## src/rc4_stream_cipher_assert.svh

```systemverilog
// ---------------------------------------------------------------------------
// rc4_stream_cipher_assert.svh
// Assertion macros shared by the RC4 core. Each one expects clk_i and rst_ni
// in scope and is disabled while reset is asserted.
// ---------------------------------------------------------------------------
`ifndef RC4_STREAM_CIPHER_ASSERT_SVH
`define RC4_STREAM_CIPHER_ASSERT_SVH

// Consequent checked in the same cycle as the antecedent.
`define RC4_ASSERT_NOW(lbl, ante, cons, msg) \
  lbl: assert property (@(posedge clk_i) disable iff (!rst_ni) (ante) |-> (cons)) \
    else $error(msg);

// Consequent checked in the cycle after the antecedent.
`define RC4_ASSERT_NEXT(lbl, ante, cons, msg) \
  lbl: assert property (@(posedge clk_i) disable iff (!rst_ni) (ante) |=> (cons)) \
    else $error(msg);

`endif

```

## src/rc4_key_ram.sv

```systemverilog
// ---------------------------------------------------------------------------
// rc4_key_ram
// Key byte store, one write and one registered read port, no reset.
// ---------------------------------------------------------------------------
module rc4_key_ram #(
  parameter int unsigned KEY_STORE_DEPTH = 256,
  localparam int unsigned KAW = (KEY_STORE_DEPTH > 1) ? $clog2(KEY_STORE_DEPTH) : 1
) (
  input  logic           clk_i,
  input  logic           we_i,
  input  logic [KAW-1:0] waddr_i,
  input  logic [7:0]     wdata_i,
  input  logic [KAW-1:0] raddr_i,
  output logic [7:0]     rdata_o
);

  logic [7:0] mem [KEY_STORE_DEPTH];
  logic [7:0] rdata_q;

  always_ff @(posedge clk_i) begin
    if (we_i) begin
      mem[waddr_i] <= wdata_i;
    end
    rdata_q <= mem[raddr_i];
  end

  assign rdata_o = rdata_q;

endmodule

```

## config.mk

```make
export PLATFORM = sky130hd
export DESIGN_NAME = rc4_key_ram
export DESIGN_NICKNAME = d
export VERILOG_FILES = /design/src/rc4_stream_cipher_assert.svh /design/src/rc4_key_ram.sv
export SDC_FILE = /design/constraint.sdc
export NUM_CORES = 2
export LEC_CHECK = 0
export BUFFER_PORTS_ARGS = -buffer_cell sky130_fd_sc_hd__buf_2
export CORE_AREA = 3 3 302 601
export CTS_CLUSTER_SIZE = 25
export DETAILED_ROUTE_END_ITERATION = 8
export DIE_AREA = 0 0 305 604
export PLACE_DENSITY = 0.62
export SYNTH_ARGS = -nofsm -noshare
export SYNTH_HDL_FRONTEND = slang
export SYNTH_SLANG_ARGS = --single-unit
```

## constraint.sdc

```tcl
create_clock -name clk_i -period 3.4 [get_ports clk_i]
set_clock_uncertainty 0.05 [all_clocks]
set_input_delay 0.68 -clock clk_i [delete_from_list [all_inputs] [get_ports clk_i]]
set_output_delay 0.68 -clock clk_i [all_outputs]
set_load 0.02 [all_outputs]
```

==> impl_metrics.py <==
metrics = {
    "status": {
        "status": "completed",
    },
    "sta": {
        "grt_setup_unrepaired": "false",
        "setup_viol": 0,
        "drv_slew": 0,
        "slew-limit-headroom": 0.266,
        "finalCriticalPeriod_ns": 3.08,
        "worst_slew_pin_slew_ns": 1.09,
        "hold_viol_final": 0,
        "timing.final.ws_setup_ns": 0.320,
        "fmax_mhz": 325,
        "period_share": 0.906,
    },
    "synth": {
        "netlist.area_leader.share": 0.773,
        "ys.flop_type": "edfxtp_1",
        "syn_area_per_cell_sq_um": 21.3,
        "yosysSeqAreaShare": 0.775,
        "synthTopCellsByCount": "edfxtp_1, mux4_2, nor2_1",
        "synth_area_leader_cell": "edfxtp_1",
        "yosysWarnings": 0,
        "synthesis.nets": 3759,
        "synth_edf_count": 2048,
        "syn_inst": 3733,
        "synth.area.top_cells": "edfxtp_1, mux4_2, mux2i_1, nor2_1, a22oi_1",
        "synthDistinctLibCells": 55,
        "syn-cell-area_sq_mm": 0.0796,
        "ys_seq_elements": 2056,
        "yosysMostFrequentCell": "edfxtp_1",
        "async_reset_ff_frac": 0,
    },
    "drt": {
        "ant_nets": 0,
        "wire_per_inst_um": 31.3,
        "drt_iter0_markers": 3983,
        "first_pass_iters": 5,
        "viasPerCell": 5.96,
        "vias": 40200,
        "wirelength_mm": 211,
        "route.detailed.drc": 0,
    },
    "global_routing": {
        "grt_max_degree": 104,
        "grt_util_all_layers": 0.230,
        "grt_overflow": 0,
        "grt_pass1_wl_mm": 302,
        "antenna_found_initial": 10,
        "first_global_vias": 42000,
    },
    "floorplan": {
        "die-area_sq_mm": 0.184,
        "rows": 218,
        "die_h_um": 604,
        "initial_utilization": 0.449,
        "core-area_sq_mm": 0.177,
        "io_pins": 34,
        "die_w_um": 305,
    },
    "cells_and_area": {
        "stdcell_area_sq_mm": 0.0919,
        "finalNonFillerCells": 6748,
        "area_growth_pct": 15.6,
        "fillers": 13600,
        "fin_util": 0.519,
        "final_layout_size_suffix_gt1_frac": 0.304,
        "nets": 4324,
    },
    "clock_network": {
        "cts-buffers-inserted": 174,
        "clkTransAtPathRegs_ns": 0.07,
        "cts.sinks": 2056,
        "h-tree-depth": 4,
        "clk_latency_ns": 0.83,
        "cts_buffer_depth": 4,
        "post_cts_buffers": 0,
        "holdBufCountCts": 0,
        "ctsRootBufferMaster": "clkbuf_16",
        "cts_tree": "done",
        "cts.repair.resized": 0,
    },
    "worst_setup_path": {
        "critPathKind": "input pin to flip-flop",
        "startpoint_type": "input pin",
        "cpMaxStageDelayCell": "nor3_1",
        "cp.buffers_inverters": 5,
        "path_delay_family": "buffers and inverters",
        "worstPathArrival_ns": 3.73,
        "path_max_fanout": 33,
        "slowest_delay_ns": 0.81,
        "end_kind": "flip-flop",
        "critPathRequiredTime_ns": 4.05,
        "worstPathCellList": "buf_8 > buf_12 > buf_12 > buf_4 > mux2i_1 > o221ai_1 > a21oi_1 > a21oi_1 > nor3_1 > buf_4 > nor4_2",
    },
    "placement": {
        "post-place-ws_ns": -0.566,
        "port_buffers": 33,
        "placed_area_sq_mm": 0.0865,
        "placed_cells": 6432,
        "dpl.hpwl_mm": 143,
        "gp_congestion": 0.862,
    },
    "pwr": {
        "p_leak_uw": 0.0294,
        "power_switching_uw": 10700,
        "clock_power_share": 0.386,
        "comb_power_share": 0.057,
        "p_per_area_mw_per_mm2": 547,
        "internal-power_uw": 39600,
        "power_frac_seq": 0.556,
        "ir_drop_mv": 0.499,
        "p_sw_frac": 0.212,
    },
    "hold_path": {
        "hold_class": "input pin to flip-flop",
    },
    "flow_run": {
        "drv_cap": 0,
    },
}
cells by family (layout without fill, tap and decap cells):
family | Yosys count | count (layout) | synth area share
AOI/OAI and AO/OA | 385 | 385 | 0.0342
buffers and inverters | 235 | 932 | 0.0183
DFF | 2056 | 2056 | 0.775
muxes | 591 | 591 | 0.146
other | 0 | 8 | 0
and+or+nand+nor | 466 | 466 | 0.0263
through the flow:
stage	hold WS, ns	power, uW	setup TNS [ns]
6_report	0.238	50300	0
5_1_grt	0.245	51600	0
4_1_cts	0.212	50600	0
3_5_place_dp	1.02	31500	-3.29
3_3_place_gp	0.945	31400	-3.75
2_1_floorplan	0.720	29900	0
sequential cells by signal, indices dropped and copies added (netlist names):
| name | flops |
|---|---|
| mem | 2048 |
| rdata_o | 8 |
worst paths after layout:
path              start    endpoint  slack (ns)  cells after the start
max          raddr_i[0]  rdata_o[0]        0.32                     11
min          wdata_i[6]  mem[55][6]        0.24                      1
min reg2reg  mem[41][3]  rdata_o[3]        1.04                      7
max reg2reg  mem[83][3]  rdata_o[3]        0.50                      7
metal layers:
layer | GRT usage | up-vias | part of all wire
li1 | - | 16800 | -
met1 | 0.246 | 21400 | 0.33
met2 | 0.442 | 1521 | 0.56
met3 | 0.0269 | 438 | 0.052
met4 | 0.114 | 6 | 0.057
met5 | 0 | - | 0.00015
cell type report:
class	instances	area, sq um	share of cell area
repair buffers	622	5470	0.0595
clock inverters	91	766	0.00833
diodes	8	20.0	0.000218
multi-input cells	1442	16500	0.180
inverters	2	7.51	0.0000816
clock buffers	217	4630	0.0503
flip-flops and latches	2056	61700	0.671
well taps	2310	2890	0.0314
placed cells by master (no fill, tap or decap), types with 35 or more instances in the layout:
cell type / count
buf_12: 62
clkbuf_1: 35
nor2_1: 279
buf_4: 529
edfxtp_1: 2048
clkbuf_16: 177
a22oi_1: 133
mux4_2: 454
o221ai_1: 46
a21oi_1: 96
mux2i_1: 134
clkinv_2: 39
power by group through the flow:
stage          Combinational (uW)  Sequential (uW)  Clock (uW)
2_1_floorplan                1360            28500           0
3_3_place_gp                 2880            28500           0
3_5_place_dp                 2920            28500           0
4_1_cts                      2930            28000       19700
5_1_grt                      3020            28000       20600
6_report                     2890            28000       19400
worst register-to-register path, cell delays in order (launching register included):
cell and delay [ns]:
edfxtp_1 0.37, mux4_2 0.48, a22o_1 0.28, a221oi_1 0.54, o32ai_1 0.26, nor3_1 0.46, buf_4 0.24, nor4_1 0.06
No activity file was read; power rests on OpenSTA's default activity.
