File: src/rc4_stream_cipher_assert.svh
// ---------------------------------------------------------------------------
// rc4_stream_cipher_assert.svh
// Assertion macros shared by the RC4 core. Each one expects clk_i and rst_ni
// in scope and is disabled while reset is asserted.
// ---------------------------------------------------------------------------
`ifndef RC4_STREAM_CIPHER_ASSERT_SVH
`define RC4_STREAM_CIPHER_ASSERT_SVH

// Consequent checked in the same cycle as the antecedent.
`define RC4_ASSERT_NOW(lbl, ante, cons, msg) \
  lbl: assert property (@(posedge clk_i) disable iff (!rst_ni) (ante) |-> (cons)) \
    else $error(msg);

// Consequent checked in the cycle after the antecedent.
`define RC4_ASSERT_NEXT(lbl, ante, cons, msg) \
  lbl: assert property (@(posedge clk_i) disable iff (!rst_ni) (ante) |=> (cons)) \
    else $error(msg);

`endif

File: src/rc4_pkg.sv
// ---------------------------------------------------------------------------
// rc4_pkg
// Operation codes and the permutation RAM request type of the RC4 core.
// ---------------------------------------------------------------------------
package rc4_pkg;

  typedef enum logic [1:0] {
    OP_LOAD     = 2'd0,
    OP_SCHEDULE = 2'd1,
    OP_CIPHER   = 2'd2
  } rc4_op_e;

  // One access request to the permutation RAM.
  typedef struct packed {
    logic       clr;    // return every entry to its identity value
    logic       we;
    logic [7:0] waddr;
    logic [7:0] wdata;
    logic [7:0] raddr;
  } perm_req_t;

endpackage

File: src/rc4_perm_ram.sv
// ---------------------------------------------------------------------------
// rc4_perm_ram
// 256 x 8 permutation RAM, one write and one registered read port. A valid
// bit per entry makes an unwritten entry read back as its own address, so
// one clear request restores the identity permutation.
// ---------------------------------------------------------------------------
module rc4_perm_ram
  import rc4_pkg::*;
(
  input  logic       clk_i,
  input  logic       rst_ni,
  input  perm_req_t  req_i,
  output logic [7:0] rdata_o
);

  logic [7:0]   mem [256];
  logic [255:0] valid_q;
  logic [7:0]   rdata_q;
  logic [7:0]   raddr_q;
  logic         rvalid_q;

  always_ff @(posedge clk_i or negedge rst_ni) begin
    if (!rst_ni) begin
      valid_q <= '0;
    end else if (req_i.clr) begin
      valid_q <= '0;
    end else if (req_i.we) begin
      valid_q[req_i.waddr] <= 1'b1;
    end
  end

  // Read-first: a read and a write to the same entry return the old value.
  always_ff @(posedge clk_i) begin
    if (req_i.we) begin
      mem[req_i.waddr] <= req_i.wdata;
    end
    rdata_q  <= mem[req_i.raddr];
    rvalid_q <= valid_q[req_i.raddr];
    raddr_q  <= req_i.raddr;
  end

  assign rdata_o = rvalid_q ? rdata_q : raddr_q;

endmodule

File: config.mk
export PLATFORM = sky130hd
export DESIGN_NAME = rc4_perm_ram
export DESIGN_NICKNAME = d
export VERILOG_FILES = /design/src/rc4_stream_cipher_assert.svh /design/src/rc4_pkg.sv /design/src/rc4_perm_ram.sv
export SDC_FILE = /design/constraint.sdc
export NUM_CORES = 2
export LEC_CHECK = 0
export ABC_AREA = 1
export BUFFER_PORTS_ARGS = -buffer_cell sky130_fd_sc_hd__buf_2
export CORE_ASPECT_RATIO = 0.7
export CORE_MARGIN = 5
export CORE_UTILIZATION = 40
export DETAILED_ROUTE_END_ITERATION = 12
export MAX_ROUTING_LAYER = met4
export PLACE_DENSITY = 0.58
export SYNTH_ARGS = -nofsm -noshare
export SYNTH_HDL_FRONTEND = slang
export SYNTH_SLANG_ARGS = --single-unit
export TNS_END_PERCENT = 100
File: constraint.sdc
create_clock -name clk_i -period 1.2 [get_ports clk_i]
set_input_delay 0.18 -clock clk_i [delete_from_list [all_inputs] [get_ports clk_i]]
set_output_delay 0.18 -clock clk_i [all_outputs]
set_load 0.02 [all_outputs]
==> results.yml <==
power:
  cellLeakagePower_uw: 0.04386
  p_per_area_nw_per_um2: 1442
  total_power_uw: 172200
  ir_drop_uv: 1537
critical_path:
  cp_slowest_stage_delay_ns: 0.42
  endpoint_kind: "output pin"
  startpoint_type: "flop"
  slowest_stage: "dfxtp_4"
  cp.arrival_ns: 1.94
  crit_fanout: 7
  critPathKind: "flop to output pin"
  cp_cell_sequence: "buf_12 -> mux2_4 -> buf_6"
  cp_data_required_time_ns: 1.02
cells_and_area:
  syn2layout_area_growth_pct: 26.12
  multiInputGateArea_um2: 27640
  nets: 9097
  drive_above_1_share: 0.2177
  n_fill_cell: 20190
  final_area_um2: 119400
  seqCellArea_um2: 68250
synth:
  synth_simple_gate_area_frac: 0.2458
  synth_xor_area_frac: 0
  synth_cell_types: 19
  synth-compound-area-share: 0.0005288
  syn_area_um2: 94650
  yosysTopAreaCellShare: 0.6497
  seq_area_frac_synth: 0.7210
  synth_mux_area_frac: 0.0009518
  synth_area_per_cell_um2: 11.25
  synthAdderAreaFrac: 0
  synth_top_family_by_area: "simple AND/OR/NAND/NOR gates"
  ys_top_cells_by_area: "edfxtp_1 (65%), nand3_1 (12%), nand2_1 (9.3%), dfrtp_1 (6.8%), nor2_1 (3.2%)"
  ys_warn_count: 0
  ys_ff_latch: 2321
  synth_nets: 8439
  syn-instance-count: 8411
  yosys.area.top_type: "edfxtp_1"
sta:
  fin_ws_ns: -0.9168
  fin_crit_sh: 1.764
  grt_setup_unrepaired: "true"
  fin_crit_ns: 2.117
  fin_tns_setup_ns: -9.993
  fin_skew_ns: 0.03721
  max_slew_margin: 0.5559
  hold_viol: 0
  clock.fmax_mhz: 472.4
  worst_pin_slew_ns: 0.6621
  setup_viol: 28
  slew_viol_final: 0
detailed_routing:
  dr.pass1.iters: 5
  vias_per_cell: 5.489
  drt_iter0_drc: 7995
  wl_per_cell_um: 24.04
  drc_errors: 0
  routed_wirelength_mm: 298.7
  vias: 68200
  ant_nets: 0
floorplan:
  core-area_um2: 235500
  die_h_um: 417.0
  die_area_um2: 246600
  start_util: 0.4020
  ios: 36
  die_w_um: 591.4
  rows: 149
clock_network:
  htree_levels: 4
  tritoncts: "built"
  clock-sinks: 2321
  clkSlewWorstSetupHoldPaths_ns: 0.06
  clock_path_buffers: 4
  cts-root-buf: "clkbuf_16"
  clkLatencyLatePin_ns: 0.87
  numCtsBuffers: 220
global_routing:
  grt_first_pass_wirelength_mm: 439.1
  grtUsageTotal: 0.2447
  grt_overflow: 0
  antenna_found_initial: 18
  grt_start_max_net_pins: 81
  grt_pass1_vias: 64750
place:
  numPortBuffers: 35
  gp_congestion: 0.9425
  post-place-ws_ns: -1.444
  hpwl_mm: 196.6
  postPlaceCellArea_um2: 108800
job:
  maxCapViolations: 0
outcome:
  status: "finished with violations"
  violations: "setup timing"
hold_path:
  hold_path_class: "input pin to flop"
==> cell usage in the layout (no fill, tap or decap), drive strengths merged, types with 17 or more instances in the layout <==
| master | Yosys | final |
|---|---|---|
| buf | 426 | 981 |
| clkbuf | 138 | 297 |
| clkinv | 5 | 78 |
| dfrtp | 256 | 256 |
| dfxtp | 17 | 17 |
| dlygate4sd3 | 0 | 19 |
| edfxtp | 2048 | 2048 |
| inv | 68 | 79 |
| nand2 | 2356 | 2356 |
| nand3 | 2268 | 2268 |
| nor2 | 813 | 813 |
==> synthesized netlist by cell type <==
| cell | instances |
|---|---|
| nor3_1 | 3 |
| o21ba_2 | 5 |
| nor2_1 | 813 |
| nand3_1 | 2268 |
| inv_4 | 1 |
| nand2_1 | 2356 |
| buf_1 | 59 |
| edfxtp_1 | 2048 |
| inv_2 | 3 |
| buf_4 | 46 |
| clkinv_2 | 1 |
| dfxtp_1 | 17 |
| buf_2 | 315 |
| clkinv_1 | 4 |
| buf_6 | 6 |
| inv_1 | 64 |
| dfrtp_1 | 256 |
| clkbuf_1 | 138 |
| mux2_2 | 8 |
==> power breakdown <==
part	switching [µW]	internal [µW]
clock network	30400	38900
registers	122	88100
logic	9820	4890
total	40400	132000
==> cells by family (layout without fill, tap and decap cells) <==
family	Yosys count	after routing
other	0	6
buffers and inverters	637	1473
and+or+nand+nor	5440	5440
AOI/OAI and AO/OA	5	5
muxes	8	8
DFF	2321	2321
==> layer usage <==
layer  wire length (µm)  global-route usage  vias to the layer above
met4               6401             0.05632                        0
met1             131800              0.3599                    33960
met5                  0                   -                        -
li1                   -                   -                    30680
met2             127800              0.3396                     3153
met3              32670             0.06406                      404
==> cell type report <==
| type | count | share of cell area |
|---|---|---|
| Sequential cell | 2321 | 0.5717 |
| Multi-Input combinational cell | 5453 | 0.2315 |
| Timing Repair Buffer | 1000 | 0.1014 |
| Clock buffer | 297 | 0.05147 |
| Tap cell | 3171 | 0.03324 |
| Clock inverter | 103 | 0.007400 |
| Inverter | 73 | 0.003176 |
| Antenna cell | 6 | 0.0001258 |
==> sequential cells by signal (all words and copies together), names as in the netlist <==
| name | count |
|---|---|
| rdata_q | 8 |
| valid_q | 256 |
| mem | 2048 |
| raddr_q | 8 |
| rvalid_q | 1 |
==> critical path, delay by kind of cell, from the launching register on <==
family / cells / cell delay [ns]
buffers and inverters: 2 / 0.29
DFF: 1 / 0.42
muxes: 1 / 0.35
==> metrics by stage <==
stage	std cells	hold WS, ns	util
2_1_floorplan	8411	-0.1156	-
3_3_place_gp	12000	-0.004243	0.4620
3_5_place_dp	12000	-0.004837	0.4620
4_1_cts	12420	0.1406	0.5021
5_1_grt	12420	0.1590	0.5070
6_report	12420	0.1884	0.5070
==> final timing paths <==
| check | start | end | slack [ns] | cells past startpoint |
|---|---|---|---|---|
| min in group asynchronous | rst_ni | valid_q[155] | 0.26 | 3 |
| worst min-delay path | req_i[24] | mem[183][4] | 0.19 | 5 |
| worst min register to register | valid_q[163] | valid_q[163] | 0.49 | 2 |
| max in group asynchronous | rst_ni | valid_q[179] | 0.19 | 5 |
| worst max-delay path | rvalid_q | rdata_o[4] | -0.92 | 3 |
| worst max register to register | valid_q[241] | rvalid_q | -0.34 | 10 |
==> repair_timing <==
item | in CTS | in global routing
pin swaps | 172 | 189
endpoints found under the setup margin | 17 | 210
setup buffers | 2 | 4
resized for setup | 444 | 223
endpoints found under the hold margin | 2014 | 76
hold buffers | 19 | 1
gates cloned | 0 | 0
(Power assumes the default switching activity.)
