`src/rc4_stream_cipher_assert.svh`:
```
// ---------------------------------------------------------------------------
// rc4_stream_cipher_assert.svh
// Assertion macros shared by the RC4 core. Each one expects clk_i and rst_ni
// in scope and is disabled while reset is asserted.
// ---------------------------------------------------------------------------
`ifndef RC4_STREAM_CIPHER_ASSERT_SVH
`define RC4_STREAM_CIPHER_ASSERT_SVH

// Consequent checked in the same cycle as the antecedent.
`define RC4_ASSERT_NOW(lbl, ante, cons, msg) \
  lbl: assert property (@(posedge clk_i) disable iff (!rst_ni) (ante) |-> (cons)) \
    else $error(msg);

// Consequent checked in the cycle after the antecedent.
`define RC4_ASSERT_NEXT(lbl, ante, cons, msg) \
  lbl: assert property (@(posedge clk_i) disable iff (!rst_ni) (ante) |=> (cons)) \
    else $error(msg);

`endif

```
`src/rc4_pkg.sv`:
```
// ---------------------------------------------------------------------------
// rc4_pkg
// Operation codes and the permutation RAM request type of the RC4 core.
// ---------------------------------------------------------------------------
package rc4_pkg;

  typedef enum logic [1:0] {
    OP_LOAD     = 2'd0,
    OP_SCHEDULE = 2'd1,
    OP_CIPHER   = 2'd2
  } rc4_op_e;

  // One access request to the permutation RAM.
  typedef struct packed {
    logic       clr;    // return every entry to its identity value
    logic       we;
    logic [7:0] waddr;
    logic [7:0] wdata;
    logic [7:0] raddr;
  } perm_req_t;

endpackage

```
`src/rc4_ctrl.sv`:
```
// ---------------------------------------------------------------------------
// rc4_ctrl
// Sequencer of the RC4 core. Drives both RAMs, holds the indices, and runs
// every data-dependent sum through one shared three-input byte adder.
// ---------------------------------------------------------------------------
`include "rc4_stream_cipher_assert.svh"

module rc4_ctrl
  import rc4_pkg::*;
#(
  parameter int unsigned KEY_STORE_DEPTH = 256,
  localparam int unsigned KAW = (KEY_STORE_DEPTH > 1) ? $clog2(KEY_STORE_DEPTH) : 1
) (
  input  logic           clk_i,
  input  logic           rst_ni,
  input  logic [8:0]     eff_len_i,
  input  logic           in_valid_i,
  output logic           in_ready_o,
  input  logic [1:0]     operation_i,
  input  logic [7:0]     key_index_i,
  input  logic [7:0]     value_i,
  output logic           out_valid_o,
  input  logic           out_ready_i,
  output logic [7:0]     out_byte_o,
  output perm_req_t      perm_req_o,
  input  logic [7:0]     perm_rdata_i,
  output logic           key_we_o,
  output logic [KAW-1:0] key_waddr_o,
  output logic [7:0]     key_wdata_o,
  output logic [KAW-1:0] key_raddr_o,
  input  logic [7:0]     key_rdata_i
);

  localparam logic [3:0] ST_IDLE  = 4'd0;
  localparam logic [3:0] ST_C_RDJ = 4'd1;
  localparam logic [3:0] ST_C_SWI = 4'd2;
  localparam logic [3:0] ST_C_SWJ = 4'd3;
  localparam logic [3:0] ST_C_OUT = 4'd4;
  localparam logic [3:0] ST_K_RDN = 4'd5;
  localparam logic [3:0] ST_K_RDA = 4'd6;
  localparam logic [3:0] ST_K_WRN = 4'd7;
  localparam logic [3:0] ST_K_WRA = 4'd8;

  logic [3:0]     state_q, state_d;
  logic [7:0]     i_q, i_d;
  logic [7:0]     j_q, j_d;
  logic [7:0]     n_q, n_d;
  logic [KAW-1:0] k_q, k_d;
  logic           out_valid_q, out_valid_d;
  logic [7:0]     si_q, si_d;
  logic [7:0]     sj_q, sj_d;
  logic [7:0]     t_q, t_d;
  logic [7:0]     val_q, val_d;
  logic [7:0]     res_q, res_d;
  logic [7:0]     out_byte_q, out_byte_d;

  logic [7:0] add_a, add_b, add_c, add_sum;
  logic [7:0] i_inc;
  logic [8:0] k_inc;
  logic [7:0] ks;
  logic       idx_ok;
  logic       accept;

  assign add_sum = add_a + add_b + add_c;
  assign i_inc   = i_q + 8'd1;
  assign k_inc   = 9'(k_q) + 9'd1;
  assign idx_ok  = ({1'b0, key_index_i} < 9'(KEY_STORE_DEPTH));
  assign accept  = in_valid_i && in_ready_o;

  // Keystream byte: the read of S[t] was issued while S[i] was written, and
  // S[j] is written only now, so both swap targets are forwarded.
  always_comb begin
    priority if (t_q == j_q) begin
      ks = si_q;
    end else if (t_q == i_q) begin
      ks = sj_q;
    end else begin
      ks = perm_rdata_i;
    end
  end

  always_comb begin
    state_d     = state_q;
    i_d         = i_q;
    j_d         = j_q;
    n_d         = n_q;
    k_d         = k_q;
    si_d        = si_q;
    sj_d        = sj_q;
    t_d         = t_q;
    val_d       = val_q;
    res_d       = res_q;
    out_byte_d  = out_byte_q;
    out_valid_d = out_valid_q && !out_ready_i;
    perm_req_o  = '0;
    key_we_o    = 1'b0;
    add_a       = 8'd0;
    add_b       = 8'd0;
    add_c       = 8'd0;
    in_ready_o  = 1'b0;

    unique case (state_q)
      ST_IDLE: begin
        in_ready_o = 1'b1;
        if (in_valid_i) begin
          unique case (rc4_op_e'(operation_i))
            OP_LOAD: begin
              key_we_o = idx_ok;
            end
            OP_SCHEDULE: begin
              perm_req_o.clr = 1'b1;
              n_d            = 8'd0;
              k_d            = '0;
              j_d            = 8'd0;
              state_d        = ST_K_RDN;
            end
            OP_CIPHER: begin
              i_d              = i_inc;
              perm_req_o.raddr = i_inc;
              val_d            = value_i;
              state_d          = ST_C_RDJ;
            end
            default: begin
            end
          endcase
        end
      end
      ST_C_RDJ: begin
        add_a            = j_q;
        add_b            = perm_rdata_i;
        si_d             = perm_rdata_i;
        j_d              = add_sum;
        perm_req_o.raddr = add_sum;
        state_d          = ST_C_SWI;
      end
      ST_C_SWI: begin
        sj_d             = perm_rdata_i;
        perm_req_o.we    = 1'b1;
        perm_req_o.waddr = i_q;
        perm_req_o.wdata = perm_rdata_i;
        add_a            = si_q;
        add_b            = perm_rdata_i;
        t_d              = add_sum;
        perm_req_o.raddr = add_sum;
        state_d          = ST_C_SWJ;
      end
      ST_C_SWJ: begin
        perm_req_o.we    = 1'b1;
        perm_req_o.waddr = j_q;
        perm_req_o.wdata = si_q;
        res_d            = val_q ^ ks;
        state_d          = ST_C_OUT;
      end
      ST_C_OUT: begin
        if (!out_valid_q || out_ready_i) begin
          out_valid_d = 1'b1;
          out_byte_d  = res_q;
          state_d     = ST_IDLE;
        end
      end
      ST_K_RDN: begin
        perm_req_o.raddr = n_q;
        state_d          = ST_K_RDA;
      end
      ST_K_RDA: begin
        add_a            = j_q;
        add_b            = key_rdata_i;
        add_c            = perm_rdata_i;
        si_d             = perm_rdata_i;
        j_d              = add_sum;
        perm_req_o.raddr = add_sum;
        state_d          = ST_K_WRN;
      end
      ST_K_WRN: begin
        perm_req_o.we    = 1'b1;
        perm_req_o.waddr = n_q;
        perm_req_o.wdata = perm_rdata_i;
        state_d          = ST_K_WRA;
      end
      ST_K_WRA: begin
        perm_req_o.we    = 1'b1;
        perm_req_o.waddr = j_q;
        perm_req_o.wdata = si_q;
        n_d              = n_q + 8'd1;
        if (k_inc >= eff_len_i) begin
          k_d = '0;
        end else begin
          k_d = k_inc[KAW-1:0];
        end
        if (n_q == 8'hff) begin
          i_d     = 8'd0;
          j_d     = 8'd0;
          state_d = ST_IDLE;
        end else begin
          state_d = ST_K_RDN;
        end
      end
      default: begin
        state_d = ST_IDLE;
      end
    endcase
  end

  always_ff @(posedge clk_i or negedge rst_ni) begin
    if (!rst_ni) begin
      state_q     <= ST_IDLE;
      i_q         <= 8'd0;
      j_q         <= 8'd0;
      n_q         <= 8'd0;
      k_q         <= '0;
      out_valid_q <= 1'b0;
    end else begin
      state_q     <= state_d;
      i_q         <= i_d;
      j_q         <= j_d;
      n_q         <= n_d;
      k_q         <= k_d;
      out_valid_q <= out_valid_d;
    end
  end

  always_ff @(posedge clk_i) begin
    si_q       <= si_d;
    sj_q       <= sj_d;
    t_q        <= t_d;
    val_q      <= val_d;
    res_q      <= res_d;
    out_byte_q <= out_byte_d;
  end

  assign key_waddr_o = key_index_i[KAW-1:0];
  assign key_wdata_o = value_i;
  assign key_raddr_o = k_q;
  assign out_valid_o = out_valid_q;
  assign out_byte_o  = out_byte_q;

  `RC4_ASSERT_NEXT(a_cipher_steps_i, accept && (operation_i == OP_CIPHER), (i_q == $past(i_q) + 8'd1) && (state_q == ST_C_RDJ), "cipher transaction did not advance index i")
  `RC4_ASSERT_NOW(a_idle_no_write, state_q == ST_IDLE, !perm_req_o.we, "permutation write while idle")
  `RC4_ASSERT_NOW(a_result_source, $rose(out_valid_q), $past(state_q) == ST_C_OUT, "result raised outside the output step")
  `RC4_ASSERT_NEXT(a_sched_end, (state_q == ST_K_WRA) && (n_q == 8'hff), (i_q == 8'd0) && (j_q == 8'd0) && (state_q == ST_IDLE), "key schedule did not finish cleanly")

endmodule

```
`config.mk`:
```
export PLATFORM = sky130hd
export DESIGN_NAME = rc4_ctrl
export DESIGN_NICKNAME = d
export VERILOG_FILES = /design/src/rc4_pkg.sv /design/src/rc4_ctrl.sv
export VERILOG_INCLUDE_DIRS = /design/src /design/src/src
export SDC_FILE = /design/constraint.sdc
export NUM_CORES = 1
export LEC_CHECK = 0
export BUFFER_PORTS_ARGS = -buffer_cell sky130_fd_sc_hd__buf_2
export CAP_MARGIN = 20
export CORE_UTILIZATION = 35
export CTS_BUF_LIST = sky130_fd_sc_hd__clkbuf_4
export DETAILED_ROUTE_END_ITERATION = 6
export PLACE_DENSITY_LB_ADDON = 0.3
export SYNTH_ARGS = -nofsm -noshare
export SYNTH_HDL_FRONTEND = slang
export SYNTH_SLANG_ARGS = --single-unit
```
`constraint.sdc`:
```
create_clock -name clk_i -period 5.7 [get_ports clk_i]
set_input_delay 0.57 -clock clk_i [delete_from_list [all_inputs] [get_ports clk_i]]
set_output_delay 0.57 -clock clk_i [all_outputs]
set_load 0.02 [all_outputs]
```
==> flow_metrics.env, run 1 <==
export IMPL_synth_seq_cells=85
export IMPL_worstPathCellList="and4bb_4, a31o_1, a22o_1, fa_1, ha_1, fa_1, a21o_1, a21oi_1, o21bai_1, a21oi_1, xnor3_1, a221o_1, buf_2"
export IMPL_cts_root_buf="clkbuf_4"
export IMPL_worstRegToRegCells=12
export IMPL_die_area_mm2=0.0150
export IMPL_ant_nets=0
export IMPL_drive_gt1_share_pct=23.5
export IMPL_grt_max_degree=38
export IMPL_hp_class="in2async"
export IMPL_grt_pass1_wl_um=19500
export IMPL_crit_fanout=17
export IMPL_p_comb_share_pct=49.9
export IMPL_fin_area_mm2=0.00577
export IMPL_critPathArrivalTime_ns=4.72
export IMPL_place_hpwl_um=9470
export IMPL_netlist_area_leader_share_pct=28.4
export IMPL_syn_area_mm2=0.00507
export IMPL_synthArstFlopShare_pct=43.5
export IMPL_io_buffers=91
export IMPL_synth_cells=475
export IMPL_antenna_found_initial=0
export IMPL_slew_violations=0
export IMPL_critPathLaunchType="flop"
export IMPL_r2r_end="j_q[7]$_DFFE_PN0P_"
export IMPL_p_sw_mw=1.24
export IMPL_pin_count=108
export IMPL_die_w_um=122
export IMPL_rrSetupSlack_ns=1.59
export IMPL_tns_ns=0
export IMPL_yosysWarnings=0
export IMPL_fin_ws_ns=0.411
export IMPL_p_leak_nw=2.69
export IMPL_synth_most_common_cell="edfxtp_1"
export IMPL_fin_nets=621
export IMPL_crit_type="reg2out"
export IMPL_wirelength_um=12200
export IMPL_critPathMaxStageDelay_ns=0.70
export IMPL_dpl_cell_area_mm2=0.00560
export IMPL_dpl_worst_slack_ns=0.859
export IMPL_yosys_top_cells_area="edfxtp_1 (28%), dfrtp_1 (18%), xnor2_1 (4.7%), ha_1 (4.4%), a22o_1 (3.5%)"
export IMPL_slew_headroom_pct=41.2
export IMPL_cts_buffer_depth=2
export IMPL_ctsResizeCount=0
export IMPL_synth_edff_count=48
export IMPL_final_hold_violation_count=0
export IMPL_area_growth_pct=13.8
export IMPL_fin_util_pct=41.3
export IMPL_ctsHoldBuffers=0
export IMPL_pwr_share_seq_pct=36.4
export IMPL_max_freq_ghz=0.189
export IMPL_skew_ns=0.0159
export IMPL_diodes=0
export IMPL_track_usage_pct=17.2
export IMPL_critPathSlowestCell="dfrtp_1"
export IMPL_layout_cells_non_filler=733
export IMPL_clkPwrFrac_pct=13.8
export IMPL_r2r_start="state_q[2]$_DFFE_PN0P_"
export IMPL_rsz0062_at_grt="no"
export IMPL_cts_max_level=3
export IMPL_clkSlewWorstSetupHoldPaths_ns=0.13
export IMPL_irDropWorstVdd_v=0.000236
export IMPL_multi_input_area_mm2=0.00238
export IMPL_synth_top_cell_by_area="edfxtp_1"
export IMPL_avgSynthCellArea_um2=10.7
export IMPL_cts_tree="yes"
export IMPL_yosysSeqAreaShare_pct=46.7
export IMPL_grt_overflow=0
export IMPL_dp_cells=717
export IMPL_clock_latency_ns=0.44
export IMPL_p_per_area_mw_per_mm2=492
export IMPL_postCtsSetupBuffers=0
export IMPL_rows=43
export IMPL_fin_crit_sh_pct=92.8
export IMPL_hold_ws_ns=0.200
export IMPL_path_buf_inv=1
export IMPL_total_power_mw=2.84
export IMPL_syn_nets=548
export IMPL_gp_congestion=0.931
export IMPL_finalCriticalPeriod_ns=5.29
export IMPL_cp_top_family="compound AO/OA/AOI/OAI gates"
export IMPL_viasPerCell=5.22
export IMPL_p_int_mw=1.60
export IMPL_setup_violations_final=0
export IMPL_dr_pass1_iters=5
export IMPL_coreArea_mm2=0.0140
export IMPL_nFillCells=1364
export IMPL_cts_buffers=9
export IMPL_yosys_top_cells_count="edfxtp_1 (48), dfrtp_1 (37), nand2_1 (37)"
export IMPL_tightestPinTransition_ns=0.870
export IMPL_vias=3827
export IMPL_clock_sinks=85
export IMPL_avgRoutedWirePerCell_um=16.7
export IMPL_cap_violations=0
export IMPL_regArea_mm2=0.00237
export IMPL_swShare_pct=43.7
export IMPL_critPathCaptureType="output pin"
export IMPL_initial_core_util_pct=36.2
export IMPL_drc=0
export IMPL_dieHeight_um=122
export IMPL_crit_required_ns=5.13
export IMPL_drt_initial_drc_count=231
export IMPL_outcome="completed"
export IMPL_grt_pass1_vias=3748
export IMPL_synth_ff_type="edfxtp_1"
export IMPL_synthDistinctLibCells=51
==> layout by cell type, fill, tap and decap left out, drive strengths merged, types with 3 or more instances in the layout <==
cell    instances
dfrtp          37
a21oi          16
a22oi          14
a22o           20
mux2i           8
edfxtp         48
nor2b           6
o21ai          22
a21o            5
o21bai          3
clkbuf         11
nand2          37
ha             18
nor3            5
o221ai          3
a222oi          9
and3            6
clkinv          3
fa              8
nor3b           3
xnor2          27
inv            35
nand4           5
buf            97
nand2b          5
mux2            8
nor2           35
nand3           7
or2             6
xor2           16
and2            3
a221o           6
==> power groups by stage <==
stage	Clock [mW]	Combinational, mW	Sequential, mW
after CTS	0.406	1.43	1.03
final	0.391	1.42	1.03
after global placement	0	1.39	1.04
after floorplan	0	1.03	0.991
after detailed placement	0	1.41	1.04
after global routing	0.428	1.56	1.05
==> sequential cells by signal (all words and copies together), names as in the netlist, 4 cells and up <==
signal       count
key_raddr_o      8
state_q          4
i_q              8
val_q            8
j_q              8
t_q              8
sj_q             8
si_q             8
out_byte_o       8
res_q            8
n_q              8
==> routing by layer <==
layer,up-vias,global-route usage (%),part of all wire (%)
li1,1839,-,-
met5,-,0,0
met3,18,3.39,5.7
met4,0,5.72,1.9
met2,126,27.6,47
met1,1844,23.1,46
==> worst reg2reg max path: stages (launching register included) <==
cell      delay (ns)
dfrtp_1         0.70
and4bb_4        0.43
a31o_1          0.34
a22o_1          0.23
fa_1            0.40
ha_1            0.24
fa_1            0.40
a21o_1          0.17
a21oi_1         0.20
o21bai_1        0.08
a21oi_1         0.20
xnor3_1         0.39
a22o_1          0.25
==> logic make-up (layout without fill, tap and decap cells) <==
logic type,Yosys count,after routing,synth area share (%)
and+or+nand+nor,126,126,12.1
AOI/OAI and AO/OA,107,107,15.8
DFF,85,85,46.7
buffers and inverters,71,149,6.54
xor gates and xnor gates,44,44,7.87
adders and majority gates,26,26,7.60
muxes,16,16,3.36
==> area by class of cell <==
cell class	instances	area share (%)
clock buffer	11	1.43
multi-input combinational	319	41.2
inverter	36	2.34
timing repair buffer	97	8.67
tap	180	3.90
clock inverter	5	1.47
sequential	85	41.0
==> worst max-delay path by stage <==
stage / to / depth (start not counted) / slack, ns / startpoint
after detailed placement: perm_req_o[7] / 13 / 0.86 / state_q[2]$_DFFE_PN0P_
final: perm_req_o[7] / 13 / 0.41 / state_q[2]$_DFFE_PN0P_
after floorplan: perm_req_o[7] / 14 / 0.64 / state_q[1]$_DFFE_PN0P_
after CTS: perm_req_o[7] / 13 / 0.35 / state_q[2]$_DFFE_PN0P_
after global placement: perm_req_o[7] / 13 / 0.92 / state_q[2]$_DFFE_PN0P_
after global routing: perm_req_o[7] / 13 / 0.08 / state_q[2]$_DFFE_PN0P_
No activity file was read; power rests on OpenSTA's default activity.
==> run 2: changes to the inputs <==
--- a/config.mk
+++ b/config.mk
@@ -11,7 +11,6 @@
 export CORE_UTILIZATION = 35
 export CTS_BUF_LIST = sky130_fd_sc_hd__clkbuf_4
 export DETAILED_ROUTE_END_ITERATION = 6
-export PLACE_DENSITY_LB_ADDON = 0.3
 export SYNTH_ARGS = -nofsm -noshare
 export SYNTH_HDL_FRONTEND = slang
 export SYNTH_SLANG_ARGS = --single-unit
==> run 2 against run 1 <==
Net effect: first-iteration DRC count rose by 51%; routed wire length rose by 1.9%; count of clock-buffer cells in the layout did not move; hold slack got worse by 0.012 ns; critical endpoint unchanged; non-clock buffer count did not move; design area rose by 0.26%; total power rose by 1.8%; critical path depth did not move; clock power rose by 10%.
==> flow_metrics.env, run 2 (same netlist as run 1, synthesis figures left out) <==
export IMPL_nFillCells=1377
export IMPL_slew_violations=0
export IMPL_path_buf_inv=1
export IMPL_dieHeight_um=122
export IMPL_slew_headroom_pct=43.2
export IMPL_mostFrequentLayoutCells="buf_2 (91), edfxtp_1 (48), nand2_1 (37), dfrtp_1 (36)"
export IMPL_dr_pass1_iters=6
export IMPL_crit_fanout=15
export IMPL_final_common_cell="buf_2"
export IMPL_vias=3938
export IMPL_rsz0062_at_grt="no"
export IMPL_area_growth_pct=14.1
export IMPL_place_hpwl_um=9470
export IMPL_crit_required_ns=5.13
export IMPL_coreArea_mm2=0.0140
export IMPL_track_usage_pct=17.4
export IMPL_clkSlewWorstSetupHoldPaths_ns=0.14
export IMPL_worstPathCellList="and4bb_4, a31o_1, a22o_1, fa_1, ha_1, fa_1, a21o_1, a21oi_1, o21bai_1, a21oi_1, xnor3_1, a221o_1, buf_2"
export IMPL_grt_overflow=0
export IMPL_grt_max_degree=38
export IMPL_layout_cells_non_filler=733
export IMPL_cts_tree="yes"
export IMPL_critPathSlowestCell="dfrtp_1"
export IMPL_gp_congestion=0.891
export IMPL_rows=43
export IMPL_p_leak_nw=2.70
export IMPL_tightestPinTransition_ns=0.849
export IMPL_io_buffers=91
export IMPL_ant_nets=0
export IMPL_cts_buffer_depth=2
export IMPL_max_freq_ghz=0.187
export IMPL_cp_top_family="compound AO/OA/AOI/OAI gates"
export IMPL_drive_gt1_share_pct=23.5
export IMPL_fin_crit_sh_pct=93.6
export IMPL_cts_max_level=3
export IMPL_clock_sinks=85
export IMPL_diodes=0
export IMPL_outcome="completed"
export IMPL_crit_type="reg2out"
export IMPL_grt_pass1_vias=3708
export IMPL_hp_class="in2async"
export IMPL_skew_ns=0.0276
export IMPL_pin_count=108
export IMPL_grt_pass1_wl_um=19500
export IMPL_dp_cells=717
export IMPL_irDropWorstVdd_v=0.000211
export IMPL_cts_root_buf="clkbuf_4"
export IMPL_fin_nets=621
export IMPL_critPathArrivalTime_ns=4.77
export IMPL_initial_core_util_pct=36.2
export IMPL_cap_violations=0
export IMPL_avgRoutedWirePerCell_um=17.0
export IMPL_tns_ns=0
export IMPL_p_per_area_mw_per_mm2=500
export IMPL_finalCriticalPeriod_ns=5.34
export IMPL_antenna_found_initial=0
export IMPL_wirelength_um=12400
export IMPL_die_w_um=122
export IMPL_clock_latency_ns=0.47
export IMPL_die_area_mm2=0.0150
export IMPL_ctsHoldBuffers=0
export IMPL_setup_violations_final=0
export IMPL_critPathMaxStageDelay_ns=0.64
export IMPL_total_power_mw=2.89
export IMPL_viasPerCell=5.37
export IMPL_drt_initial_drc_count=348
export IMPL_postCtsSetupBuffers=0
export IMPL_cts_buffers=9
export IMPL_final_hold_violation_count=0
export IMPL_critPathLaunchType="flop"
export IMPL_drc=0
export IMPL_critPathCaptureType="output pin"
-- run 2: routing by layer --
metal | vias up | part of all wire, % | track usage, %
li1 | 1844 | - | -
met1 | 1931 | 44 | 22.8
met2 | 142 | 47 | 27.4
met3 | 21 | 7.1 | 5.02
met4 | 0 | 2.2 | 5.87
met5 | - | 0 | 0
-- run 2: what timing repair did --
action	in CTS	in global routing
endpoints found under the setup margin	0	1
resized for setup	0	1
endpoints found under the hold margin	0	0
-- run 2: cell type report --
| cell class | count | area, um^2 | share of cell area [%] |
|---|---|---|---|
| clock inverter | 5 | 98.8 | 1.71 |
| tap | 180 | 225 | 3.89 |
| timing repair buffer | 97 | 500 | 8.65 |
| clock buffer | 11 | 82.6 | 1.43 |
| inverter | 36 | 135 | 2.34 |
| sequential | 85 | 2370 | 40.9 |
| multi-input combinational | 319 | 2380 | 41.1 |
-- run 2: worst register-to-register path, delay by kind of cell, from the launching register on --
kind	cells	cell delay, ns
AOI/OAI and AO/OA	7	1.53
xor gates and xnor gates	1	0.39
adders and majority gates	3	1.14
DFF	1	0.64
and+or+nand+nor	1	0.32
-- run 2: metrics by stage --
stage / cell area (um^2) / setup WS, ns / hold WS [ns] / util [%]
after global routing: 5790 / 0.0703 / 0.226 / 41.4
after detailed placement: 5600 / 0.784 / 0.413 / 40.1
after global placement: 5600 / 0.914 / 0.403 / 40.1
after floorplan: 5070 / 0.635 / 0.274 / -
final: 5790 / 0.364 / 0.188 / 41.4
after CTS: 5790 / 0.222 / 0.194 / 41.4
-- run 2: where the power goes --
| part | switching [mW] | internal, mW |
|---|---|---|
| Sequential | 0.169 | 0.867 |
| Combinational | 0.878 | 0.546 |
| Clock | 0.201 | 0.230 |
-- run 2: worst paths after layout --
path | slack, ns | endpoint | cells past startpoint | start
min in group clk_i | 0.29 | val_q[6]$_DFFE_PP_ | 1 | value_i[6]
worst min register to register | 0.44 | out_byte_o[5]$_DFFE_PP_ | 0 | res_q[5]$_DFFE_PP_
worst min-delay path | 0.19 | i_q[7]$_DFFE_PN0P_ | 1 | rst_ni
worst max-delay path | 0.36 | perm_req_o[7] | 13 | state_q[3]$_DFFE_PN0P_
worst max register to register | 1.57 | j_q[7]$_DFFE_PN0P_ | 12 | state_q[3]$_DFFE_PN0P_
max in group asynchronous | 4.94 | state_q[2]$_DFFE_PN0P_ | 1 | rst_ni
